### config.mk
export PLATFORM = sky130hd
export DESIGN_NAME = qformat_gain_fill_mix_top_flat
export DESIGN_NICKNAME = d
export VERILOG_FILES = /design/src/rtl/qgfm_pkg.sv /design/src/rtl/qgfm_stream_if.sv /design/src/rtl/qformat_gain_fill_mix_top.sv /design/src/flat_wrapper.sv
export SDC_FILE = /design/constraint.sdc
export NUM_CORES = 2
export LEC_CHECK = 0
export BUFFER_PORTS_ARGS = -buffer_cell sky130_fd_sc_hd__buf_4
export CAP_MARGIN = 20
export CORE_MARGIN = 2
export CORE_UTILIZATION = 50
export CTS_CLUSTER_SIZE = 12
export DETAILED_ROUTE_END_ITERATION = 12
export HOLD_SLACK_MARGIN = 0.05
export PLACE_DENSITY_LB_ADDON = 0.3
export SLEW_MARGIN = 40
export SYNTH_ARGS = -nofsm -noshare
export SYNTH_HDL_FRONTEND = slang
export SYNTH_SLANG_ARGS = --single-unit
export TNS_END_PERCENT = 100
### constraint.sdc
create_clock -name clk -period 8.5 [get_ports clk]
set_input_delay 1.275 -clock clk [delete_from_list [all_inputs] [get_ports clk]]
set_output_delay 1.275 -clock clk [all_outputs]
set_load 0.01 [all_outputs]
### src/rtl/qgfm_pkg.sv
// ----------------------------------------------------------------------------
// qgfm_pkg: shared types and constants for the Q-format gain block
// Beat payload structs, register indexes and numeric limits.
// ----------------------------------------------------------------------------
`default_nettype none

package qgfm_pkg;

  localparam int unsigned SampleW = 32;
  localparam int unsigned ProdW   = 64;
  localparam int unsigned FracW   = 5;
  localparam int unsigned CfgIdxW = 2;

  typedef enum logic [CfgIdxW-1:0] {
    CFG_GAIN_VALUE    = 2'd0,
    CFG_FRAC_BITS     = 2'd1,
    CFG_MIX_ENABLE    = 2'd2,
    CFG_NARROW_OUTPUT = 2'd3
  } cfg_index_t;

  localparam logic signed [SampleW-1:0] GainReset = 32'sd32768;
  localparam logic [FracW-1:0]          FracReset = 5'd15;

  localparam logic signed [SampleW-1:0] Sat32Max = 32'sh7FFF_FFFF;
  localparam logic signed [SampleW-1:0] Sat32Min = 32'sh8000_0000;
  localparam logic signed [SampleW-1:0] Sat16Max = 32'sd32767;
  localparam logic signed [SampleW-1:0] Sat16Min = -32'sd32768;

  typedef struct packed {
    logic signed [SampleW-1:0] in_sample;
    logic signed [SampleW-1:0] prior_out;
    logic                      in_last;
  } in_beat_t;

  typedef struct packed {
    logic signed [SampleW-1:0] out_sample;
    logic                      out_last;
  } out_beat_t;

endpackage

`default_nettype wire

### src/rtl/qgfm_stream_if.sv
// ----------------------------------------------------------------------------
// qgfm_stream_if: valid/ready stream channel
// Carries one payload beat per handshake; source drives valid and data.
// ----------------------------------------------------------------------------
`default_nettype none

interface qgfm_stream_if #(
  parameter type payload_t = logic
);

  logic     valid;
  logic     ready;
  payload_t data;

  modport source (output valid, output data, input ready);
  modport sink   (input valid, input data, output ready);

endinterface

`default_nettype wire

### src/rtl/qformat_gain_fill_mix_top.sv
// ----------------------------------------------------------------------------
// qformat_gain_fill_mix_top: Q-format gain with saturating fill or mix
// Applies a signed Q-format gain to each sample, rounds, shifts and
// saturates, then fills or adds with saturation into the prior output;
// narrow output instead clamps to 16 bits and does not mix.
// Channels: in_ch takes beats of in_sample, prior_out and in_last; out_ch
// gives beats of out_sample and out_last. Both use valid/ready; a beat
// moves when both are high. cfg_we/cfg_index/cfg_wdata write the gain,
// fractional bits, mix enable and narrow output registers. The user must
// write them only while idle; the block itself does not enforce this.
// Throughput: one beat per cycle while out_ch.ready is high; four register stages
// (multiply, round add, shift and clamp, shortcut select and mix add).
// Reset: synchronous, rst_n low empties all stages and loads the register
// defaults (gain 32768, 15 fractional bits, fill, full width).
// Stall: while out_ch.ready is low the result holds; stages behind it
// keep filling until full, then in_ch.ready drops. Nothing is lost.
// ----------------------------------------------------------------------------
`default_nettype none

module qformat_gain_fill_mix_top (
  input  wire logic                          clk,
  input  wire logic                          rst_n,
  qgfm_stream_if.sink                        in_ch,
  qgfm_stream_if.source                      out_ch,
  input  wire logic                          cfg_we,
  input  wire logic [qgfm_pkg::CfgIdxW-1:0]  cfg_index,
  input  wire logic [qgfm_pkg::SampleW-1:0]  cfg_wdata
);

  import qgfm_pkg::*;

  logic signed [SampleW-1:0] gain_r;
  logic [FracW-1:0]          frac_r;
  logic                      mix_r;
  logic                      narrow_r;

  logic s1_v_r, s2_v_r, s3_v_r, out_v_r;
  logic adv1, adv2, adv3, adv4;

  logic signed [SampleW-1:0] s1_x_r, s1_p_r, s2_x_r, s2_p_r, s3_x_r, s3_p_r;
  logic                      s1_l_r, s2_l_r, s3_l_r;
  logic signed [ProdW-1:0]   prod_nxt, prod_r;
  logic signed [ProdW-1:0]   rnd_term;
  logic signed [ProdW-1:0]   rnd_nxt, rnd_r;
  logic signed [ProdW-1:0]   shifted;
  logic signed [SampleW-1:0] g32_nxt, g32_r;
  out_beat_t                 out_nxt, out_r;

  logic [SampleW:0]          unity33;
  logic [SampleW:0]          gain33;
  logic                      unity_hit;
  logic                      neg_hit;
  logic signed [SampleW:0]   add_x, sub_x, neg_x, add_g;

  function automatic logic signed [SampleW-1:0] sat33(input logic signed [SampleW:0] v);
    logic signed [SampleW-1:0] r;
    if (v[SampleW] == v[SampleW-1]) begin
      r = v[SampleW-1:0];
    end else if (v[SampleW]) begin
      r = Sat32Min;
    end else begin
      r = Sat32Max;
    end
    return r;
  endfunction

  // configuration registers
  always_ff @(posedge clk) begin
    if (!rst_n) begin
      gain_r   <= GainReset;
      frac_r   <= FracReset;
      mix_r    <= 1'b0;
      narrow_r <= 1'b0;
    end else if (cfg_we) begin
      case (cfg_index_t'(cfg_index))
        CFG_GAIN_VALUE:    gain_r   <= cfg_wdata;
        CFG_FRAC_BITS:     frac_r   <= cfg_wdata[FracW-1:0];
        CFG_MIX_ENABLE:    mix_r    <= cfg_wdata[0];
        CFG_NARROW_OUTPUT: narrow_r <= cfg_wdata[0];
        default: ;
      endcase
    end
  end

  // stage advance chain
  assign adv4 = !out_v_r || out_ch.ready;
  assign adv3 = !s3_v_r || adv4;
  assign adv2 = !s2_v_r || adv3;
  assign adv1 = !s1_v_r || adv2;
  assign in_ch.ready = adv1;

  always_ff @(posedge clk) begin
    if (!rst_n) begin
      s1_v_r  <= 1'b0;
      s2_v_r  <= 1'b0;
      s3_v_r  <= 1'b0;
      out_v_r <= 1'b0;
    end else begin
      if (adv1) s1_v_r  <= in_ch.valid;
      if (adv2) s2_v_r  <= s1_v_r;
      if (adv3) s3_v_r  <= s2_v_r;
      if (adv4) out_v_r <= s3_v_r;
    end
  end

  // stage 1: multiply
  assign prod_nxt = in_ch.data.in_sample * gain_r;

  // stage 2: add rounding term
  always_comb begin
    if (frac_r == '0) begin
      rnd_term = '0;
    end else begin
      rnd_term = ProdW'(1) << (frac_r - FracW'(1));
    end
    rnd_nxt = prod_r + rnd_term;
  end

  // stage 3: shift and clamp to 32 bits
  always_comb begin
    shifted = rnd_r >>> frac_r;
    if (&shifted[ProdW-1:SampleW-1] || ~|shifted[ProdW-1:SampleW-1]) begin
      g32_nxt = shifted[SampleW-1:0];
    end else if (shifted[ProdW-1]) begin
      g32_nxt = Sat32Min;
    end else begin
      g32_nxt = Sat32Max;
    end
  end

  // stage 4: narrow clamp, shortcut select and mix
  always_comb begin
    unity33   = (SampleW+1)'(1) << frac_r;
    gain33    = {gain_r[SampleW-1], gain_r};
    unity_hit = (gain33 == unity33) || (gain33 == unity33 - (SampleW+1)'(1));
    neg_hit   = (gain33 == (~unity33 + (SampleW+1)'(1)));
    add_x     = {s3_p_r[SampleW-1], s3_p_r} + {s3_x_r[SampleW-1], s3_x_r};
    sub_x     = {s3_p_r[SampleW-1], s3_p_r} - {s3_x_r[SampleW-1], s3_x_r};
    neg_x     = -{s3_x_r[SampleW-1], s3_x_r};
    add_g     = {s3_p_r[SampleW-1], s3_p_r} + {g32_r[SampleW-1], g32_r};
    out_nxt.out_last = s3_l_r;
    if (narrow_r) begin
      if (g32_r > Sat16Max) begin
        out_nxt.out_sample = Sat16Max;
      end else if (g32_r < Sat16Min) begin
        out_nxt.out_sample = Sat16Min;
      end else begin
        out_nxt.out_sample = g32_r;
      end
    end else if (unity_hit) begin
      out_nxt.out_sample = mix_r ? sat33(add_x) : s3_x_r;
    end else if (neg_hit) begin
      out_nxt.out_sample = mix_r ? sat33(sub_x) : sat33(neg_x);
    end else begin
      out_nxt.out_sample = mix_r ? sat33(add_g) : g32_r;
    end
  end

  // payload registers
  always_ff @(posedge clk) begin
    if (adv1) begin
      prod_r <= prod_nxt;
      s1_x_r <= in_ch.data.in_sample;
      s1_p_r <= in_ch.data.prior_out;
      s1_l_r <= in_ch.data.in_last;
    end
    if (adv2) begin
      rnd_r  <= rnd_nxt;
      s2_x_r <= s1_x_r;
      s2_p_r <= s1_p_r;
      s2_l_r <= s1_l_r;
    end
    if (adv3) begin
      g32_r  <= g32_nxt;
      s3_x_r <= s2_x_r;
      s3_p_r <= s2_p_r;
      s3_l_r <= s2_l_r;
    end
    if (adv4) begin
      out_r <= out_nxt;
    end
  end

  assign out_ch.valid = out_v_r;
  assign out_ch.data  = out_r;

endmodule

`default_nettype wire

### src/flat_wrapper.sv
// flat-port wrapper written by rule: the top's interface ports become plain ports
module qformat_gain_fill_mix_top_flat import qgfm_pkg::*;
  (clk, rst_n, cfg_we, cfg_index, cfg_wdata, in_ch_valid, in_ch_data, in_ch_ready, out_ch_valid, out_ch_data, out_ch_ready);
  qgfm_stream_if #(.payload_t(in_beat_t)) in_ch_i ();
  qgfm_stream_if #(.payload_t(out_beat_t)) out_ch_i ();
  input  wire logic clk;
  input  wire logic rst_n;
  input  wire logic cfg_we;
  input  wire logic [qgfm_pkg::CfgIdxW-1:0] cfg_index;
  input  wire logic [qgfm_pkg::SampleW-1:0] cfg_wdata;
  input wire logic [$bits(in_ch_i.valid)-1:0] in_ch_valid;
  input wire logic [$bits(in_ch_i.data)-1:0] in_ch_data;
  output wire logic [$bits(in_ch_i.ready)-1:0] in_ch_ready;
  output wire logic [$bits(out_ch_i.valid)-1:0] out_ch_valid;
  output wire logic [$bits(out_ch_i.data)-1:0] out_ch_data;
  input wire logic [$bits(out_ch_i.ready)-1:0] out_ch_ready;
  assign in_ch_i.valid = in_ch_valid;
  assign in_ch_i.data = in_ch_data;
  assign in_ch_ready = in_ch_i.ready;
  assign out_ch_valid = out_ch_i.valid;
  assign out_ch_data = out_ch_i.data;
  assign out_ch_i.ready = out_ch_ready;
  qformat_gain_fill_mix_top u_core (.clk(clk), .rst_n(rst_n), .in_ch(in_ch_i), .out_ch(out_ch_i), .cfg_we(cfg_we), .cfg_index(cfg_index), .cfg_wdata(cfg_wdata));
endmodule
# Word-level counts from Yosys, hierarchy flattened
# Index checks and enable logic that the tools add are counted.
# totals
ff_bits	431
wordCells	85
out_inout_bits	35
in_bits	104
# op_classes
bitwise_logic	1
addsub	8
n_reduce_logical	19
shifts	3
eq_ne	10
mul	1
n_lt_le_gt_ge	2
n_mux	19
# ops
op	n
32-bit two-way mux	18
33-bit equality test	3
32-bit by 32-bit adder with 33-bit output	2
64-bit adder	1
32-bit by 32-bit multiplier with 64-bit output	1
64-bit two-way mux	1
1-bit by 5-bit left shift with 64-bit output (first input constant)	1
64-bit by 5-bit >>> shifter with 64-bit output	1
33-bit by 1-bit adder with 33-bit output (second input constant)	1
33-bit negation	1
33-bit NOT	1
33-bit AND reduction	1
33-bit OR reduction	1
1-bit by 5-bit left shift with 33-bit output (first input constant)	1
32-bit by 32-bit subtractor with 33-bit output	1
33-bit by 1-bit subtractor with 33-bit output (second input constant)	1
32-bit by 16-bit greater-than comparator with 1-bit output (second input constant)	1
32-bit by 16-bit < comparator with 1-bit output (second input constant)	1
2-bit AND reduction	4
1-bit logical OR	6
1-bit zero test	5
5-bit zero test	1
5-bit by 1-bit subtractor with 5-bit output (second input constant)	1
1-bit equality test	4
3 further kinds	4

# Longest topological paths before layout
# logic_depth
ltp_word	7
depth_mapped	32
depth_no_buf	29

# Worst setup path before layout
# OpenSTA, ideal clock, no wires.
# synth_path
kind	input port to flip-flop
start	input port in_ch_data[64]
end	register u_core.prod_r[60] (data pin)
n_path_buf	1
path_slack_ps	-745
required_ps	8241
setup_time_ps	259
cell_stages	29
t_arrival_ps	8986
cell_sequence	clkbuf_1 nand2_1 inv_1 fa_1 inv_1 fa_1 inv_1 fa_1 fa_1 inv_1 fa_1 inv_1 fa_1 fa_1 inv_1 fa_1 inv_1 ha_1 and4_1 and3_1 and3_1 nor2b_1 a31o_2 a2111o_1 a31oi_1 o21ai_0 a21o_1 a21oi_1 xnor2_1
# synth_via
elab_chain_len	1
# synth_lines
item	line	text
start: declaration	flat_wrapper.sv:12	input wire logic [$bits(in_ch_i.data)-1:0] in_ch_data;
32-bit by 32-bit multiplier with 64-bit output	qformat_gain_fill_mix_top.sv:107	assign prod_nxt = in_ch.data.in_sample * gain_r;
named net u_core.prod_nxt[60]	qformat_gain_fill_mix_top.sv:42	logic signed [ProdW-1:0] prod_nxt, prod_r;
end signal: assignment	qformat_gain_fill_mix_top.sv:162	prod_r <= prod_nxt;
end: declaration	qformat_gain_fill_mix_top.sv:42	
# The timed path passes the listed nets, and every way through them passes these cells.
# A chain may end at the register's enable or synchronous reset.

# Final worst setup path
# layout_path
start	input port in_ch_data[50]
end	register u_core.prod_r[51] (data pin)
# The elaborated chain is that of the path after synthesis.

==> results.md <==
* Status: finished clean
* Hold Crit Depth at 0
* Setup violations, final at 0
* Total Power at 16,400 uW
* Vias in the first global route at 54,200
* Max Cap Violations at 0
* Area of placed instances at 71,700 um^2
* Drt total wl at 215 mm
* Post-synth EDFFs at 388
* Postcts setup bufs at 0
* Layout Nets at 8,784
* Post-DP HPWL at 176 mm
* FMAX at 0.120 GHz
* Synthesized instance count at 7,073
* Final Slew Violations at 0
* Register-to-Register Setup Slack at 0.30 ns
* Row count at 133
* Critical path's slowest cell: fa_1
* Remaining global-route overflow at 0
* Die ar. at 136,000 um^2
* Fin Hold WS at 0.395 ns
* WP data arrival at 8.67 ns
* Final worst-path cycle share at 97.7%
* CTS tree: done
* Worst R2R Path Depth at 30
* Distinct cells, synth at 100
* Tmin final at 8.30 ns
* Worst EP required at 8.87 ns
* Critical path's largest stage delay at 0.57 ns
* CP Max Fanout at 11
* Starting Density at 50.4%
* Layout cell share with drive strength beyond 1 at 10.8%
* Iter 0 DRT Violations at 4,975
* Clock sinks at 431
* First-pass GRT wire length at 327 mm
* Syn_nets at 8,580
* Sequential area share after synthesis at 18.9%
* Synth Register Bits at 431
* Worst VDD drop at 0.201 mV
* DR WL/cell at 23.7 um
* Area grow syn2layout at 10.8%
* Core box area at 131,000 um^2
* Die width at 368 um
* Die H at 368 um
* Pleak at 0.0339 uW
* Vias/cell at 5.78
* Final ANT Viol Nets at 0
* 1st-pass router iterations at 6
* Post-Syn Area at 66,300 um^2
* H-tree lvl count at 2
* Critical setup path kind: in -> reg
* CP Launch Type: input port
* Clock skew at 0.0300 ns
* Ys async rst share at 0%
* Slew @ Worst Pin at 0.972 ns
* Synth Flop Type: edfxtp_1
* Syn avg cell area at 9.37 um^2
* Reg clk slew, reported paths at 0.06 ns
* Clk root buf: clkbuf_16
* I/O pins at 139
* PwrDens at 224 nW/um^2
* Clock Tree Buf Depth at 3
* Residual DRC at 0
* Routed via count at 52,400
* Synthesis warning total at 0
* Fin area at 73,400 um^2
* Clock latency on the worst-skew pair at 0.64 ns
* Port bufs at 138
* Final hold vios at 0
* GP Congestion at 1.06
* CP endpoint kind: flop
* Largest net degree at the start of global routing at 98
* Setup_tns at 0 ns
* Headroom to the max-slew limit at 34.7%
* Initial antenna violation count at 15
* CP most frequent cell: fa_1
* GRT Total Usage at 31.9%
* Inserted Clock Buffers at 49
* Hold/Removal Path Class: reg -> reg
report_power, final:
group	leakage (uW)	total, uW	internal [uW]	switching, uW
Clock	0.000766	2140	1220	921
Sequential	0.00450	3710	3130	575
Combinational	0.0286	10600	4640	5940
metrics by stage:
step / cells / utilization [%] / setup WS (ns)
finish: 9072 / 55.9 / 0.197
CTS: 9066 / 55.8 / 0.0277
detailed placement: 8982 / 54.5 / -0.686
floorplan: 7073 / - / -0.234
global placement: 8982 / 54.5 / -0.564
global route: 9065 / 55.8 / -0.0331
path summary, 6_finish.rpt:
path / startpoint / to
worst max register to register: u_core.gain_r[10] / u_core.prod_r[51]
worst min-delay path: u_core.s2_x_r[0] / u_core.s3_x_r[0]
worst max-delay path: in_ch_data[50] / u_core.prod_r[51]
worst min register to register: u_core.s2_x_r[0] / u_core.s3_x_r[0]
cell families after synthesis:
group | after synthesis | synth area share, %
buffers and inverters | 1533 | 8.84
AND/OR/NAND/NOR | 2298 | 17.2
multiplexers | 129 | 2.89
flip-flops | 431 | 18.9
AO/OA/AOI/OAI | 1030 | 10.0
XOR/XNOR | 247 | 3.37
adder cells (fa/ha/maj) | 1405 | 38.8
sequential cells by signal, indices dropped and copies added, names as in the netlist, 5 cells and up:
signal              count
u_core.gain_r          32
u_core.s3_p_r          32
u_core.frac_r           5
u_core.s1_p_r          32
u_core.rnd_r           64
u_core.s2_p_r          32
u_core.g32_r           32
u_core.s1_x_r          32
u_core.s2_x_r          32
u_core.s3_x_r          32
u_core.out_ch.data     33
u_core.prod_r          64
layer usage:
| layer | part of all wire [%] | global-route usage [%] | vias to the layer above | wire, um |
|---|---|---|---|---|
| met5 | 0.041 | 0 | - | 89 |
| met4 | 6.8 | 18.5 | 12 | 14700 |
| met3 | 8.1 | 5.57 | 546 | 17500 |
| met2 | 45 | 50.6 | 2262 | 97500 |
| met1 | 40 | 41.3 | 26300 | 85500 |
| li1 | - | - | 23300 | - |
critical path, delay by kind of cell:
kind                       cells  cell delay (ns)
adders and majority gates      9             4.22
AOI/OAI and AO/OA              9             1.81
buffers and inverters          9             0.81
and+or+nand+nor                2             0.42
xor gates and xnor gates       1             0.12
cell usage in the layout, fill, tap and decap left out, types with 66 or more instances in the layout:
cell      instances
a21o_1           86
o21ai_0         180
buf_4           514
nand2_1         896
ha_1            316
nand3_1          72
mux2i_1          66
nor2_1          300
inv_1          1114
a21oi_1         319
xnor2_1         171
nor2b_1          70
nor3_1          102
edfxtp_1        388
and2_1          514
xor2_1           70
fa_1           1083
synthesized netlist by cell type (46+ instances only):
library cell	count	area share [%]
o21ai_0	184	1.4
nor3_1	102	0.77
nand2_1	900	5.1
xor2_1	70	0.92
and2_1	516	4.9
edfxtp_1	388	18
nor4_1	48	0.45
nand3_1	73	0.55
clkbuf_1	334	1.9
ha_1	317	6.0
a21oi_1	323	2.4
inv_1	1120	6.3
mux4_2	47	1.6
nor2b_1	70	0.66
a21o_1	86	0.97
xnor2_1	172	2.3
a211oi_1	46	0.52
nand4_1	47	0.44
mux2i_1	66	1.0
nor2_1	300	1.7
fa_1	1086	33
nand2b_1	52	0.49
cell type report:
type,count,area [um^2]
well taps,1755,2200
inverters,1126,4240
repair buffers,560,4730
fillers,11700,58000
flip-flops and latches,431,12500
diodes,7,17.5
clock inverters,22,287
multi-input cells,5109,48100
clock buffers,62,1310
repair_timing:
| item | in CTS | in global routing |
|---|---|---|
| resized for setup | 1 | 19 |
| gates cloned | 0 | 0 |
| hold buffers | 0 | 0 |
| endpoints found under the setup margin | 2 | 15 |
| pin swaps | 0 | 3 |
Note: power is estimated with default switching activity, not from simulation.
